`src/text_integer_field_scanner_macros.svh`:
```
// Assertion helpers shared by the scanner modules.
`ifndef TEXT_INTEGER_FIELD_SCANNER_MACROS_SVH
`define TEXT_INTEGER_FIELD_SCANNER_MACROS_SVH

// Consequent must hold in the same cycle as the antecedent.
`define TIFS_ASSERT_IMP(label, clk, rst_n, ante, cons, msg) \
    label: assert property (@(posedge clk) disable iff (!rst_n) (ante) |-> (cons)) \
        else $error(msg);

// Consequent must hold in the cycle after the antecedent.
`define TIFS_ASSERT_NEXT(label, clk, rst_n, ante, cons, msg) \
    label: assert property (@(posedge clk) disable iff (!rst_n) (ante) |=> (cons)) \
        else $error(msg);

`endif

```
`src/tifs_pkg.sv`:
```
package tifs_pkg;

    localparam int V_BITS  = 32;
    localparam int W_BITS  = 8;
    localparam int W_MAX   = (1 << W_BITS) - 1;
    localparam int Q_DEPTH = 4;
    localparam int Q_PTR   = $clog2(Q_DEPTH);

    // Register indexes on the configuration port.
    localparam logic [1:0] REG_NUMBER_BASE   = 2'd0;
    localparam logic [1:0] REG_UNSIGNED_MODE = 2'd1;
    localparam logic [1:0] REG_SIZE_MODE     = 2'd2;
    localparam logic [1:0] REG_MAX_WIDTH     = 2'd3;

    localparam logic [1:0] SIZE_SHORT = 2'd0;
    localparam logic [1:0] SIZE_INT   = 2'd1;
    localparam logic [1:0] SIZE_LONG  = 2'd2;

    localparam logic [5:0] BASE_AUTO = 6'd0;
    localparam logic [5:0] BASE_OCT  = 6'd8;
    localparam logic [5:0] BASE_DEC  = 6'd10;
    localparam logic [5:0] BASE_HEX  = 6'd16;

    localparam logic [7:0] CH_MINUS  = 8'h2D;
    localparam logic [7:0] CH_PLUS   = 8'h2B;
    localparam logic [7:0] CH_ZERO   = 8'h30;
    localparam logic [7:0] CH_NINE   = 8'h39;
    localparam logic [7:0] CH_LOW_X  = 8'h78;
    localparam logic [7:0] CH_UP_X   = 8'h58;
    localparam logic [7:0] CH_UP_A   = 8'h41;
    localparam logic [7:0] CH_UP_Z   = 8'h5A;
    localparam logic [7:0] CH_LOW_A  = 8'h61;
    localparam logic [7:0] CH_LOW_Z  = 8'h7A;
    localparam logic [7:0] CH_SPACE  = 8'h20;
    localparam logic [7:0] CH_TAB    = 8'h09;
    localparam logic [7:0] CH_CR     = 8'h0D;
    localparam logic [7:0] UP_BIAS   = CH_UP_A - 8'd10;
    localparam logic [7:0] LOW_BIAS  = CH_LOW_A - 8'd10;

    typedef struct packed {
        logic [5:0] number_base;
        logic       unsigned_mode;
        logic [1:0] size_mode;
        logic [7:0] max_width;
    } t_cfg;

    // One classified character beat.
    typedef struct packed {
        logic       eoi;
        logic       is_space;
        logic       is_minus;
        logic       is_plus;
        logic       is_zero;
        logic       is_x;
        logic       is_alnum;
        logic [5:0] digit;
    } t_cls;

    // A finished field before range checks.
    typedef struct packed {
        logic [V_BITS-1:0] acc;
        logic              neg;
        logic              seen;
        logic              taken;
        logic              at_end;
    } t_raw;

endpackage

```
`src/tifs_front.sv`:
```
module tifs_front
    import tifs_pkg::*;
(
    input  logic       s_axis_tvalid,
    output logic       s_axis_tready,
    input  logic [7:0] s_axis_tdata,
    input  logic       s_axis_tlast,
    input  logic       i_q_full,
    output logic       o_push,
    output t_cls       o_cls
);

    logic [7:0] ch;

    assign ch            = s_axis_tdata;
    assign s_axis_tready = !i_q_full;
    assign o_push        = s_axis_tvalid && !i_q_full;

    always_comb begin
        o_cls          = '0;
        o_cls.eoi      = s_axis_tlast;
        o_cls.is_space = (ch == CH_SPACE) || (ch >= CH_TAB && ch <= CH_CR);
        o_cls.is_minus = (ch == CH_MINUS);
        o_cls.is_plus  = (ch == CH_PLUS);
        o_cls.is_zero  = (ch == CH_ZERO);
        o_cls.is_x     = (ch == CH_LOW_X) || (ch == CH_UP_X);
        if (ch >= CH_ZERO && ch <= CH_NINE) begin
            o_cls.is_alnum = 1'b1;
            o_cls.digit    = 6'(ch - CH_ZERO);
        end else if (ch >= CH_UP_A && ch <= CH_UP_Z) begin
            o_cls.is_alnum = 1'b1;
            o_cls.digit    = 6'(ch - UP_BIAS);
        end else if (ch >= CH_LOW_A && ch <= CH_LOW_Z) begin
            o_cls.is_alnum = 1'b1;
            o_cls.digit    = 6'(ch - LOW_BIAS);
        end
    end

endmodule

```
`src/tifs_queue.sv`:
```
`include "text_integer_field_scanner_macros.svh"

module tifs_queue
    import tifs_pkg::*;
(
    input  logic i_clk,
    input  logic i_rst_n,
    input  logic i_push,
    input  t_cls i_cls,
    output logic o_full,
    output logic o_valid,
    output t_cls o_cls,
    input  logic i_pop
);

    t_cls             r_mem [Q_DEPTH];
    logic [Q_PTR-1:0] r_wr;
    logic [Q_PTR-1:0] r_rd;
    logic [Q_PTR:0]   r_count;

    assign o_full  = (r_count == (Q_PTR+1)'(Q_DEPTH));
    assign o_valid = (r_count != '0);
    assign o_cls   = r_mem[r_rd];

    always_ff @(posedge i_clk) begin
        if (i_push) begin
            r_mem[r_wr] <= i_cls;
        end
    end

    always_ff @(posedge i_clk) begin
        if (!i_rst_n) begin
            r_wr    <= '0;
            r_rd    <= '0;
            r_count <= '0;
        end else begin
            if (i_push) begin
                r_wr <= r_wr + 1'b1;
            end
            if (i_pop) begin
                r_rd <= r_rd + 1'b1;
            end
            if (i_push && !i_pop) begin
                r_count <= r_count + 1'b1;
            end else if (!i_push && i_pop) begin
                r_count <= r_count - 1'b1;
            end
        end
    end

    `TIFS_ASSERT_IMP(a_count_bound, i_clk, i_rst_n, 1'b1, r_count <= (Q_PTR+1)'(Q_DEPTH), "queue count beyond depth")
    `TIFS_ASSERT_IMP(a_no_pop_empty, i_clk, i_rst_n, i_pop, o_valid, "queue popped while empty")
    `TIFS_ASSERT_NEXT(a_pop_drains, i_clk, i_rst_n, i_pop && !i_push, r_count == $past(r_count) - 1'b1, "queue count did not drop on pop")

endmodule

```
`src/tifs_back.sv`:
```
`include "text_integer_field_scanner_macros.svh"

module tifs_back
    import tifs_pkg::*;
(
    input  logic i_clk,
    input  logic i_rst_n,
    input  t_cfg i_cfg,
    input  logic i_q_valid,
    input  t_cls i_cls,
    output logic o_pop,
    output logic o_raw_valid,
    output t_raw o_raw,
    input  logic i_raw_ready
);

    typedef enum logic [2:0] {
        PH_SKIP,
        PH_SIGN,
        PH_ZERO,
        PH_XCHK,
        PH_DIGIT
    } t_phase;

    t_phase            r_phase, n_phase;
    logic [V_BITS-1:0] r_acc, n_acc;
    logic [5:0]        r_base, n_base;
    logic              r_neg, n_neg;
    logic              r_seen, n_seen;
    logic [W_BITS-1:0] r_wl, n_wl;
    logic              r_capped, n_capped;
    logic              r_raw_valid;
    t_raw              r_raw;

    logic              go;
    logic              fin;
    logic              taken;
    logic              at_end;
    logic              start;
    t_phase            ph;
    logic [5:0]        base_cur;
    logic [5:0]        base_d;
    logic              capped_cur;
    logic [W_BITS-1:0] wl_init;
    logic [W_BITS-1:0] wl_cur;
    logic [W_BITS-1:0] wl_dec;
    logic              room;
    logic              check;
    logic              zero_path;
    logic              xchk_path;
    logic              digit_path;

    assign go          = i_q_valid && (!r_raw_valid || i_raw_ready);
    assign o_pop       = go;
    assign o_raw_valid = r_raw_valid;
    assign o_raw       = r_raw;
    assign wl_init     = (int'(i_cfg.max_width) > W_MAX) ? W_BITS'(W_MAX)
                                                         : W_BITS'(i_cfg.max_width);

    always_comb begin
        n_phase    = r_phase;
        n_acc      = r_acc;
        n_base     = r_base;
        n_neg      = r_neg;
        n_seen     = r_seen;
        n_wl       = r_wl;
        n_capped   = r_capped;
        fin        = 1'b0;
        taken      = 1'b0;
        at_end     = 1'b0;
        start      = (r_phase == PH_SKIP);
        ph         = start ? PH_SIGN : r_phase;
        base_cur   = start ? i_cfg.number_base : r_base;
        capped_cur = start ? (i_cfg.max_width != '0) : r_capped;
        wl_cur     = start ? wl_init : r_wl;
        wl_dec     = capped_cur ? wl_cur - 1'b1 : wl_cur;
        room       = !capped_cur || (wl_dec != '0);
        base_d     = (base_cur == BASE_AUTO) ? BASE_DEC : base_cur;
        check      = 1'b0;
        zero_path  = 1'b0;
        xchk_path  = 1'b0;
        digit_path = 1'b0;

        if (go) begin
            if (i_cls.eoi) begin
                fin    = 1'b1;
                at_end = 1'b1;
            end else if (!(start && i_cls.is_space)) begin
                n_base   = base_cur;
                n_capped = capped_cur;
                n_wl     = wl_dec;
                case (ph)
                    PH_SIGN: begin
                        n_phase = PH_ZERO;
                        if (i_cls.is_minus) begin
                            n_neg = 1'b1;
                            check = 1'b1;
                        end else if (i_cls.is_plus) begin
                            check = 1'b1;
                        end else begin
                            zero_path = 1'b1;
                        end
                    end
                    PH_ZERO:  zero_path  = 1'b1;
                    PH_XCHK:  xchk_path  = 1'b1;
                    PH_DIGIT: digit_path = 1'b1;
                    default:  digit_path = 1'b1;
                endcase

                // A leading zero counts as a number even if no digit follows.
                if (zero_path) begin
                    n_phase = PH_DIGIT;
                    if (i_cls.is_zero) begin
                        n_seen = 1'b1;
                        check  = 1'b1;
                        if (room) begin
                            if (base_cur == BASE_AUTO) begin
                                n_base  = BASE_OCT;
                                n_phase = PH_XCHK;
                            end else if (base_cur == BASE_HEX) begin
                                n_phase = PH_XCHK;
                            end
                        end
                    end else begin
                        digit_path = 1'b1;
                    end
                end

                // After 0x a hex digit must follow before the field is valid.
                if (xchk_path) begin
                    n_phase = PH_DIGIT;
                    if (i_cls.is_x) begin
                        n_base = BASE_HEX;
                        n_seen = 1'b0;
                        check  = 1'b1;
                    end else begin
                        digit_path = 1'b1;
                    end
                end

                if (digit_path) begin
                    if (!i_cls.is_alnum || (i_cls.digit >= base_d)) begin
                        fin = 1'b1;
                    end else begin
                        n_base = base_d;
                        n_acc  = V_BITS'(r_acc * V_BITS'(base_d)) + V_BITS'(i_cls.digit);
                        n_seen = 1'b1;
                        check  = 1'b1;
                    end
                end

                if (check && capped_cur && (wl_dec == '0)) begin
                    fin   = 1'b1;
                    taken = 1'b1;
                end
            end
        end
    end

    always_ff @(posedge i_clk) begin
        if (!i_rst_n) begin
            r_phase     <= PH_SKIP;
            r_acc       <= '0;
            r_base      <= BASE_DEC;
            r_neg       <= 1'b0;
            r_seen      <= 1'b0;
            r_wl        <= '0;
            r_capped    <= 1'b0;
            r_raw_valid <= 1'b0;
        end else begin
            r_base   <= n_base;
            r_wl     <= n_wl;
            r_capped <= n_capped;
            if (fin) begin
                r_phase <= PH_SKIP;
                r_acc   <= '0;
                r_neg   <= 1'b0;
                r_seen  <= 1'b0;
            end else begin
                r_phase <= n_phase;
                r_acc   <= n_acc;
                r_neg   <= n_neg;
                r_seen  <= n_seen;
            end
            if (fin) begin
                r_raw_valid <= 1'b1;
            end else if (i_raw_ready) begin
                r_raw_valid <= 1'b0;
            end
        end
    end

    always_ff @(posedge i_clk) begin
        if (fin) begin
            r_raw.acc    <= n_acc;
            r_raw.neg    <= n_neg;
            r_raw.seen   <= n_seen;
            r_raw.taken  <= taken;
            r_raw.at_end <= at_end;
        end
    end

    `TIFS_ASSERT_IMP(a_skip_clean, i_clk, i_rst_n, r_phase == PH_SKIP, (r_acc == '0) && !r_neg && !r_seen, "field state not cleared while skipping")
    `TIFS_ASSERT_IMP(a_xchk_base, i_clk, i_rst_n, r_phase == PH_XCHK, (r_base == BASE_OCT) || (r_base == BASE_HEX), "prefix check with a base other than 8 or 16")
    `TIFS_ASSERT_NEXT(a_raw_hold, i_clk, i_rst_n, r_raw_valid && !i_raw_ready, r_raw_valid && $stable(r_raw), "pending field result lost or changed")

endmodule

```
`src/tifs_format.sv`:
```
module tifs_format
    import tifs_pkg::*;
(
    input  logic        i_clk,
    input  logic        i_rst_n,
    input  t_cfg        i_cfg,
    input  logic        i_raw_valid,
    input  t_raw        i_raw,
    output logic        o_raw_ready,
    output logic        m_axis_tvalid,
    input  logic        m_axis_tready,
    output logic [39:0] m_axis_tdata,
    output logic        m_axis_tlast
);

    logic              r_valid;
    logic [V_BITS-1:0] r_value;
    logic              r_matched;
    logic              r_ovf;
    logic              r_taken;
    logic              r_end;

    logic              uns;
    logic              s16;
    logic              negate;
    logic [V_BITS-1:0] rv;
    logic              ovf;
    logic              fits16;
    logic [V_BITS-1:0] sat;
    logic [V_BITS-1:0] res;

    assign o_raw_ready   = !r_valid || m_axis_tready;
    assign m_axis_tvalid = r_valid;
    assign m_axis_tdata  = {5'b0, r_taken, r_ovf, r_matched, r_value};
    assign m_axis_tlast  = r_end;

    always_comb begin
        uns    = i_cfg.unsigned_mode;
        s16    = (i_cfg.size_mode == SIZE_SHORT);
        negate = i_raw.neg && (i_raw.acc != '0);
        rv     = negate ? V_BITS'(-i_raw.acc) : i_raw.acc;
        if (negate) begin
            // A negated nonzero value that comes out positive wrapped around.
            ovf = uns || !rv[V_BITS-1];
        end else begin
            ovf = !uns && rv[V_BITS-1];
        end
        if (uns) begin
            fits16 = (rv[V_BITS-1:16] == '0);
        end else begin
            fits16 = (rv[V_BITS-1:15] == '0) || (&rv[V_BITS-1:15]);
        end
        if (s16 && !fits16) begin
            ovf = 1'b1;
        end
        if (uns) begin
            sat = '0;
        end else if (s16) begin
            sat = V_BITS'(32'h0000_8000);
        end else begin
            sat = {1'b1, {(V_BITS-1){1'b0}}};
        end
        if (!i_raw.neg) begin
            sat = ~sat;
        end
        res = ovf ? sat : rv;
        if (s16) begin
            res = {{(V_BITS-16){1'b0}}, res[15:0]};
        end
        if (!i_raw.seen) begin
            res = '0;
            ovf = 1'b0;
        end
    end

    always_ff @(posedge i_clk) begin
        if (!i_rst_n) begin
            r_valid <= 1'b0;
        end else if (i_raw_valid && o_raw_ready) begin
            r_valid <= 1'b1;
        end else if (m_axis_tready) begin
            r_valid <= 1'b0;
        end
    end

    always_ff @(posedge i_clk) begin
        if (i_raw_valid && o_raw_ready) begin
            r_value   <= res;
            r_matched <= i_raw.seen;
            r_ovf     <= ovf;
            r_taken   <= i_raw.taken;
            r_end     <= i_raw.at_end;
        end
    end

endmodule

```
`src/text_integer_field_scanner.sv`:
```
// Integer field scanner: turns a stream of text bytes into converted numbers.
// Input channel (s_axis): one beat per text byte in tdata; a beat with tlast
// high marks end of text and its tdata is ignored. Leading whitespace is
// skipped, then an optional sign, an optional 0 / 0x prefix and digits.
// Output channel (m_axis): one beat per field with the value, matched,
// overflow and char_taken flags; tlast is high when the field ended at end
// of text. A char_taken of 0 means the last byte was not part of the field;
// the feeder presents it again if it should start the next field.
// Configuration: write number_base, unsigned_mode, size_mode and max_width
// through i_cfg_we / i_cfg_addr / i_cfg_wdata while no field is in flight.
// Throughput: one input beat per cycle while the input queue is not full; the
// digit multiply-add by the base is done once per byte in the scan engine.
// The beat ending a field passes through the input queue, then the scan
// engine's result register; the range check feeds the output register.
// Reset (synchronous, active low) empties the queue, drops any partial field
// and loads base 10, signed, int size and no width limit.
// When the receiver holds tready low, results wait in the output and engine
// registers and the four-entry input queue keeps taking bytes until full.
module text_integer_field_scanner
    import tifs_pkg::*;
(
    input  logic        i_clk,
    input  logic        i_rst_n,
    input  logic        i_cfg_we,
    input  logic [1:0]  i_cfg_addr,
    input  logic [7:0]  i_cfg_wdata,
    input  logic        s_axis_tvalid,
    output logic        s_axis_tready,
    input  logic [7:0]  s_axis_tdata,  // [7:0] ch
    input  logic        s_axis_tlast,  // end_of_input
    output logic        m_axis_tvalid,
    input  logic        m_axis_tready,
    output logic [39:0] m_axis_tdata,  // [31:0] value, [32] matched, [33] overflow,
                                       // [34] char_taken, [39:35] zero
    output logic        m_axis_tlast   // hit_end
);

    t_cfg r_cfg;

    logic q_full;
    logic push;
    t_cls push_cls;
    logic q_valid;
    t_cls q_cls;
    logic pop;
    logic raw_valid;
    t_raw raw;
    logic raw_ready;

    always_ff @(posedge i_clk) begin
        if (!i_rst_n) begin
            r_cfg.number_base   <= BASE_DEC;
            r_cfg.unsigned_mode <= 1'b0;
            r_cfg.size_mode     <= SIZE_INT;
            r_cfg.max_width     <= '0;
        end else if (i_cfg_we) begin
            case (i_cfg_addr)
                REG_NUMBER_BASE:   r_cfg.number_base   <= i_cfg_wdata[5:0];
                REG_UNSIGNED_MODE: r_cfg.unsigned_mode <= i_cfg_wdata[0];
                REG_SIZE_MODE:     r_cfg.size_mode     <= i_cfg_wdata[1:0];
                REG_MAX_WIDTH:     r_cfg.max_width     <= i_cfg_wdata;
                default: ;
            endcase
        end
    end

    tifs_front u_front (
        .s_axis_tvalid (s_axis_tvalid),
        .s_axis_tready (s_axis_tready),
        .s_axis_tdata  (s_axis_tdata),
        .s_axis_tlast  (s_axis_tlast),
        .i_q_full      (q_full),
        .o_push        (push),
        .o_cls         (push_cls)
    );

    tifs_queue u_queue (
        .i_clk   (i_clk),
        .i_rst_n (i_rst_n),
        .i_push  (push),
        .i_cls   (push_cls),
        .o_full  (q_full),
        .o_valid (q_valid),
        .o_cls   (q_cls),
        .i_pop   (pop)
    );

    tifs_back u_back (
        .i_clk       (i_clk),
        .i_rst_n     (i_rst_n),
        .i_cfg       (r_cfg),
        .i_q_valid   (q_valid),
        .i_cls       (q_cls),
        .o_pop       (pop),
        .o_raw_valid (raw_valid),
        .o_raw       (raw),
        .i_raw_ready (raw_ready)
    );

    tifs_format u_format (
        .i_clk         (i_clk),
        .i_rst_n       (i_rst_n),
        .i_cfg         (r_cfg),
        .i_raw_valid   (raw_valid),
        .i_raw         (raw),
        .o_raw_ready   (raw_ready),
        .m_axis_tvalid (m_axis_tvalid),
        .m_axis_tready (m_axis_tready),
        .m_axis_tdata  (m_axis_tdata),
        .m_axis_tlast  (m_axis_tlast)
    );

endmodule
```
`config.mk`:
```
export PLATFORM = sky130hd
export DESIGN_NAME = text_integer_field_scanner
export DESIGN_NICKNAME = d
export VERILOG_FILES = /design/src/tifs_pkg.sv /design/src/tifs_front.sv /design/src/tifs_queue.sv /design/src/tifs_back.sv /design/src/tifs_format.sv /design/src/text_integer_field_scanner.sv
export VERILOG_INCLUDE_DIRS = /design/src /design/src/src
export SDC_FILE = /design/constraint.sdc
export NUM_CORES = 1
export LEC_CHECK = 0
export BUFFER_PORTS_ARGS = -buffer_cell sky130_fd_sc_hd__buf_2
export CORE_MARGIN = 4
export CORE_UTILIZATION = 47
export CTS_CLUSTER_DIAMETER = 150
export DETAILED_ROUTE_END_ITERATION = 8
export GPL_ROUTABILITY_DRIVEN = 0
export HOLD_SLACK_MARGIN = 0.15
export PLACE_DENSITY_LB_ADDON = 0.05
export SYNTH_ARGS = -nofsm -noshare
export SYNTH_HDL_FRONTEND = slang
export SYNTH_SLANG_ARGS = --single-unit
```
`constraint.sdc`:
```
create_clock -name i_clk -period 15.25 [get_ports i_clk]
set_clock_uncertainty 0.2 [all_clocks]
set_input_delay 3.05 -clock i_clk [delete_from_list [all_inputs] [get_ports i_clk]]
set_output_delay 3.05 -clock i_clk [all_outputs]
set_load 0.01 [all_outputs]
```
==> results.py, run 1 <==
metrics = {
    "placement": {
        "place_area_mm2": 0.0160,
        "portBuffers": 61,
        "dp_hpwl_um": 27800,
    },
    "yosys": {
        "async_flop_share": 0,
        "syn_area_mm2": 0.0153,
        "synth_top_area_frac": 0.244,
        "postSynthCellCount": 1530,
        "ys_top_cells_by_area": "edfxtp_1 24%, fa_1 15%, dfxtp_1 10%, ha_1 7.1%, and2_1 5.3%",
        "synth_edf_count": 124,
        "synthFlopType": "edfxtp_1",
        "ys_warn_count": 0,
        "synth_seq_cells": 204,
        "ys_seq_area_frac": 0.348,
        "synth.avg_cell_area_um2": 9.99,
        "synth_top_area_cell": "edfxtp_1",
        "netlist-cell-type-count": 77,
    },
    "floorplanning": {
        "fp.dieW_um": 188,
        "rows": 65,
        "start_util": 0.481,
        "ios": 67,
        "dieArea_mm2": 0.0355,
        "design.core.area_mm2": 0.0318,
        "die-height_um": 188,
    },
    "worst_setup_path": {
        "critPathMaxFanout": 30,
        "worst-setup-path-type": "reg2reg",
        "crit_path_top_delay_cell": "or4b_2",
        "cp-start-kind": "register",
        "max_stage_delay_ps": 630,
        "r2r_setup_slack_ps": 7690,
        "r2r-start": "u_back.r_phase[0]$_SDFFE_PP0P_",
        "r2r-end": "u_back.r_acc[23]$_SDFF_PP0_",
        "worst_r2r_path_depth": 27,
        "cp-end-kind": "register",
        "cp_data_arrival_time_ps": 7800,
        "crit_required_ps": 15490,
    },
    "sta": {
        "slew_headroom": 0.252,
        "worst_pin_slew_ps": 1120,
        "finalSetupTns_ps": 0,
        "final_max_slew_viol_count": 0,
        "fmax_mhz": 132,
        "rsz0062_at_grt": "false",
        "hold_ws_ps": 221,
        "hold_viol_final": 0,
        "period_share": 0.496,
        "setup_viol": 0,
        "min_period_ps": 7560,
    },
    "clocking": {
        "clk_latency_ps": 540,
        "cts_buffers": 24,
        "clockBufferDepth": 3,
        "path_clk_slew_ps": 60,
        "cts_hold_buf": 0,
        "cts_tree": "done",
        "cts-resized-gates": 0,
        "post_cts_buffers": 0,
        "cts.sink_count": 204,
        "cts_max_level": 1,
        "cts_root_buf": "clkbuf_16",
    },
    "finish": {
        "fillers": 2873,
        "postLayoutCellArea_mm2": 0.0168,
        "fin_nets": 1785,
        "layout-drive-gt1-share": 0.0982,
        "area_growth_pct": 10.1,
    },
    "min_path": {
        "whs_endpoint": "u_format.r_taken$_DFFE_PP_",
        "hold_start": "u_back.o_raw[1]$_SDFFCE_PP0P_",
        "min_path_cells": 0,
        "min_path_type": "reg2reg",
    },
    "drt": {
        "wl_per_cell_um": 18.5,
        "dr.pass1.iters": 5,
        "drc_errors": 0,
        "drtIter0Drc": 661,
        "ant_nets": 0,
        "vias": 11100,
        "viasPerCell": 5.49,
        "drt-total-wl_um": 37300,
    },
    "global_route": {
        "grt_pass1_vias": 11200,
        "met1_usage": 0.296,
        "gr-max-usage-layer": "met2",
        "grt_pass1_wl_um": 61900,
        "gr-usage-met2": 0.360,
        "overflow": 0,
        "antenna_found_initial": 0,
        "track_usage": 0.213,
        "grt_max_degree": 49,
        "use_met3": 0.0224,
    },
    "pwr": {
        "power_leakage_nw": 7.43,
        "ir_drop_mv": 0.107,
        "p_per_area_mw_per_mm2": 137,
    },
    "flow_run": {
        "cap_violations": 0,
    },
    "run_status": {
        "status": "finished, final reports clean",
    },
}
-- layer usage --
metal | wire [µm] | part of all wire
met4 | 954 | 0.026
met3 | 1270 | 0.034
met5 | 0 | 0
met1 | 17200 | 0.46
met2 | 17900 | 0.48
-- flip-flops by register name, indices dropped and copies added (netlist names), 2 cells and up, named ones only --
| register | cells |
|---|---|
| u_queue.r_wr | 2 |
| u_queue.r_rd | 2 |
| u_queue.r_mem | 52 |
| u_back.r_acc | 32 |
| r_cfg | 17 |
| u_back.o_raw | 36 |
| u_queue.r_count | 3 |
| u_back.r_wl | 8 |
| u_back.r_phase | 3 |
| u_back.r_base | 6 |
| u_format.r_value | 32 |
-- cell usage after synthesis (30+ instances only) --
cell type and instances:
nand2_1 161, and2_1 129, edfxtp_1 124, fa_1 113, nor2_1 100, ha_1 87
a21oi_1 82, dfxtp_1 80, inv_1 78, o21ai_0 60, clkbuf_1 57, nor3_1 40
xnor2_1 38, and3_1 30
-- worst max path at each step --
stage	depth (start not counted)	slack [ps]	from	to
floorplan	27	7860	u_back.r_phase[2]$_SDFFE_PP0P_	u_back.r_acc[23]$_SDFF_PP0_
global placement	27	7940	u_back.r_phase[0]$_SDFFE_PP0P_	u_back.r_acc[23]$_SDFF_PP0_
detailed placement	27	7710	u_back.r_phase[2]$_SDFFE_PP0P_	u_back.r_acc[23]$_SDFF_PP0_
CTS	27	7720	u_back.r_phase[0]$_SDFFE_PP0P_	u_back.r_acc[23]$_SDFF_PP0_
global route	27	7170	u_back.r_phase[0]$_SDFFE_PP0P_	u_back.r_acc[23]$_SDFF_PP0_
finish	27	7690	u_back.r_phase[0]$_SDFFE_PP0P_	u_back.r_acc[23]$_SDFF_PP0_
-- where the power goes --
part / switching (W) / leakage, nW / total [W] / internal, W
Sequential: 0.000129 / 1.81 / 0.000887 / 0.000758
Clock: 0.000234 / 0.420 / 0.000606 / 0.000372
Combinational: 0.000520 / 5.19 / 0.000817 / 0.000296
Total: 0.000883 / 7.43 / 0.00231 / 0.00143
-- layout by cell type (no fill, tap or decap), drive strengths merged, types with 22 or more instances in the layout --
| cell | n |
|---|---|
| a21o | 22 |
| a21oi | 82 |
| and2 | 129 |
| and3 | 30 |
| buf | 80 |
| clkbuf | 34 |
| dfxtp | 80 |
| edfxtp | 124 |
| fa | 113 |
| ha | 87 |
| inv | 78 |
| mux2i | 29 |
| nand2 | 161 |
| nand3 | 22 |
| nor2 | 101 |
| nor3 | 40 |
| o21ai | 63 |
| xnor2 | 38 |
| xor2 | 28 |
-- stage by stage --
stage	cells	utilization	total power [W]	worst slack, ps
finish	2015	0.529	0.00231	7690
global route	2014	0.529	0.00245	7170
CTS	2014	0.529	0.00233	7720
detailed placement	1970	0.502	0.00172	7710
global placement	1970	0.502	0.00171	7940
floorplan	1534	-	0.00144	7860
-- cell families after synthesis --
logic type,Yosys count,synth area share
xor gates and xnor gates,66,0.0378
DFF,204,0.348
AOI/OAI and AO/OA,258,0.106
and+or+nand+nor,595,0.204
buffers and inverters,159,0.0420
other,1,0.000245
muxes,47,0.0418
adders and majority gates,200,0.219
-- final cells by class --
| class | count | area, µm² | share of cell area |
|---|---|---|---|
| Inverter | 80 | 300 | 0.0178 |
| Sequential cell | 204 | 5330 | 0.316 |
| Clock inverter | 10 | 154 | 0.00914 |
| Antenna cell | 1 | 2.50 | 0.000149 |
| Clock buffer | 34 | 699 | 0.0416 |
| Tap cell | 435 | 544 | 0.0323 |
| Timing Repair Buffer | 80 | 448 | 0.0266 |
| Multi-Input combinational cell | 1171 | 9360 | 0.556 |
-- critical path, delay by kind of cell, from the launching register on --
| family | cells | cell delay [ps] |
|---|---|---|
| AND/OR/NAND/NOR | 10 | 2600 |
| AO/OA/AOI/OAI | 6 | 1100 |
| flip-flops | 1 | 340 |
| buffers and inverters | 6 | 890 |
| adder cells (fa/ha/maj) | 5 | 2280 |
(Power assumes the default switching activity.)
==> run 2: changes to the inputs <==
--- a/config.mk
+++ b/config.mk
@@ -6,6 +6,7 @@
 export SDC_FILE = /design/constraint.sdc
 export NUM_CORES = 1
 export LEC_CHECK = 0
+export ABC_AREA = 1
 export BUFFER_PORTS_ARGS = -buffer_cell sky130_fd_sc_hd__buf_2
 export CORE_MARGIN = 4
 export CORE_UTILIZATION = 47
==> constraint.sdc (replaced) <==
create_clock -name i_clk -period 7.12 [get_ports i_clk]
set_clock_uncertainty 0.2 [all_clocks]
set_input_delay 1.424 -clock i_clk [delete_from_list [all_inputs] [get_ports i_clk]]
set_output_delay 1.424 -clock i_clk [all_outputs]
set_load 0.01 [all_outputs]
==> run 2 against run 1 <==
Design area increased by 4.4%. Sequential share of layout area decreased by 1.3 points. Non-clock buffer count increased by 1. Highest routed layer unchanged. First-iteration DRC count increased by 27%. Setup slack got worse by 7200 ps. Critical path type unchanged.
==> results.py, run 2 <==
metrics = {
    "run_status": {
        "status": "finished, final reports clean",
    },
    "finish": {
        "antenna_cells": 0,
        "area_growth_pct": 9.06,
        "layout_common_cells": "428 x nand2_1, 294 x nor2_1, 247 x inv_1",
        "largest_reg_flops": 52,
        "mostFrequentLayoutCell": "nand2_1",
        "largest-register": "u_queue.r_mem",
        "layout-drive-gt1-share": 0.106,
        "fillers": 3325,
        "fin_nets": 2253,
    },
    "global_route": {
        "grt_pass1_vias": 13100,
        "overflow": 0,
        "antenna_found_initial": 0,
        "grt_pass1_wl_um": 67200,
        "track_usage": 0.222,
        "grt_max_degree": 38,
    },
    "yosys": {
        "synth.avg_cell_area_um2": 8.13,
        "synth_common_cells": "428 x nand2_1, 294 x nor2_1, 247 x inv_1",
        "ys_warn_count": 0,
        "ys_seq_area_frac": 0.331,
        "yosysMostFrequentCell": "nand2_1",
        "synth_top_area_frac": 0.231,
        "synthFlopType": "edfxtp_1",
        "synth_top_area_cell": "edfxtp_1",
        "async_flop_share": 0,
        "syn_area_mm2": 0.0161,
        "synth_seq_cells": 204,
        "postSynthCellCount": 1982,
        "netlist-cell-type-count": 55,
        "ys_top_cells_by_area": "edfxtp_1 23%, fa_1 14%, nand2_1 10%, dfxtp_1 9.9%, nor2_1 6.9%",
        "synth_edf_count": 124,
    },
    "placement": {
        "dp_hpwl_um": 31500,
        "portBuffers": 61,
    },
    "clocking": {
        "post_cts_buffers": 0,
        "clk_latency_ps": 540,
        "path_clk_slew_ps": 60,
        "cts.sink_count": 204,
        "cts_max_level": 1,
        "cts_tree": "done",
        "cts_buffers": 24,
        "cts_root_buf": "clkbuf_16",
        "clockBufferDepth": 3,
    },
    "floorplanning": {
        "fp.dieW_um": 193,
        "die-height_um": 193,
        "start_util": 0.478,
        "design.core.area_mm2": 0.0337,
        "dieArea_mm2": 0.0373,
        "rows": 67,
        "ios": 67,
    },
    "pwr": {
        "power_w": 0.00583,
        "seqPwrFrac": 0.330,
        "switchingPower_w": 0.00259,
        "power_leakage_nw": 8.47,
        "ir_drop_mv": 0.223,
        "swShare": 0.444,
        "p_per_area_mw_per_mm2": 332,
        "p_clk_frac": 0.215,
        "comb_power_share": 0.455,
        "p_int_w": 0.00324,
    },
    "worst_setup_path": {
        "cp-start-kind": "register",
        "crit_path_top_delay_cell": "fa_1",
        "cp-end-kind": "register",
        "max_stage_delay_ps": 530,
        "crit_required_ps": 7200,
        "worst_path_most_repeated_cell": "nand2_1",
        "cp_data_arrival_time_ps": 6690,
        "r2r_setup_slack_ps": 510,
        "worst-setup-path-type": "reg2reg",
        "critPathMaxFanout": 19,
    },
    "sta": {
        "final_max_slew_viol_count": 0,
        "worst_pin_slew_ps": 1120,
        "rsz0062_at_grt": "false",
        "min_period_ps": 6610,
        "hold_viol_final": 0,
        "slew_headroom": 0.255,
        "period_share": 0.928,
        "setup_viol": 0,
        "fmax_mhz": 151,
        "finalSetupTns_ps": 0,
    },
    "flow_run": {
        "cap_violations": 0,
    },
    "min_path": {
        "min_path_type": "reg2reg",
    },
    "drt": {
        "viasPerCell": 5.22,
        "wl_per_cell_um": 16.2,
        "drtIter0Drc": 840,
        "drc_errors": 0,
        "vias": 13000,
        "dr.pass1.iters": 5,
        "ant_nets": 0,
        "drt-total-wl_um": 40400,
    },
}
[run 2: power by group through the flow]
| stage | registers (W) | logic [W] | clock network (W) |
|---|---|---|---|
| 2_1_floorplan | 0.00188 | 0.00208 | 0 |
| 3_3_place_gp | 0.00194 | 0.00263 | 0 |
| 3_5_place_dp | 0.00195 | 0.00266 | 0 |
| 4_1_cts | 0.00192 | 0.00267 | 0.00128 |
| 5_1_grt | 0.00196 | 0.00301 | 0.00134 |
| 6_report | 0.00192 | 0.00265 | 0.00125 |
[run 2: worst max-delay path: cells and delay by family, from the launching register on]
| kind | cells | cell delay (ps) |
|---|---|---|
| AOI/OAI and AO/OA | 5 | 1220 |
| adders and majority gates | 5 | 2380 |
| buffers and inverters | 5 | 500 |
| DFF | 1 | 350 |
| and+or+nand+nor | 13 | 1690 |
[run 2: path summary, 6_finish.rpt]
path | startpoint | end | cells after the start
worst min-delay path | u_back.o_raw[0]$_SDFFCE_PN0P_ | u_format.m_axis_tlast$_DFFE_PP_ | 0
worst max register to register | u_back.r_phase[1]$_SDFFE_PP0P_ | u_back.o_raw[22]$_DFFE_PP_ | 28
worst min register to register | u_back.o_raw[0]$_SDFFCE_PN0P_ | u_format.m_axis_tlast$_DFFE_PP_ | 0
worst max-delay path | u_back.r_phase[1]$_SDFFE_PP0P_ | u_back.o_raw[22]$_DFFE_PP_ | 28
[run 2: cell type report]
cell class | count | area (µm²) | share of cell area
Timing Repair Buffer | 81 | 455 | 0.0259
Inverter | 264 | 995 | 0.0566
Tap cell | 448 | 561 | 0.0319
Multi-Input combinational cell | 1454 | 9410 | 0.536
Clock buffer | 28 | 626 | 0.0356
Clock inverter | 16 | 195 | 0.0111
Sequential cell | 204 | 5330 | 0.303
[run 2: cells by family (layout without fill, tap and decap cells)]
| group | Yosys count | after routing | synth area share |
|---|---|---|---|
| AO/OA/AOI/OAI | 278 | 278 | 0.103 |
| XOR/XNOR | 51 | 51 | 0.0277 |
| adder cells (fa/ha/maj) | 200 | 200 | 0.208 |
| buffers and inverters | 328 | 389 | 0.0870 |
| flip-flops | 204 | 204 | 0.331 |
| other | 1 | 5 | 0.000233 |
| AND/OR/NAND/NOR | 920 | 920 | 0.244 |
[run 2: what timing repair did]
item / CTS / global route
gates resized for setup: 0 / 5
endpoints found under the setup margin: 0 / 9
hold buffers: 0 / 0
[run 2: through the flow]
step                hold WS [ps]  setup WS, ps  instance area, µm²  utilization  instances
CTS                          263           337               17600        0.521       2495
global placement             238           682               16700        0.497       2451
finish                       253           511               17600        0.521       2495
global route                 276          46.3               17600        0.521       2495
detailed placement           248           403               16700        0.497       2451
floorplan                    200          1320               16100            -       1986
[run 2: metal layers]
layer  vias to the layer above  global-route usage  part of all wire
met5                         -                   0                 0
met3                        53              0.0241             0.052
met4                         0              0.0447             0.016
li1                       6474                   -                 -
met2                       315               0.363              0.46
met1                      6186               0.323              0.47
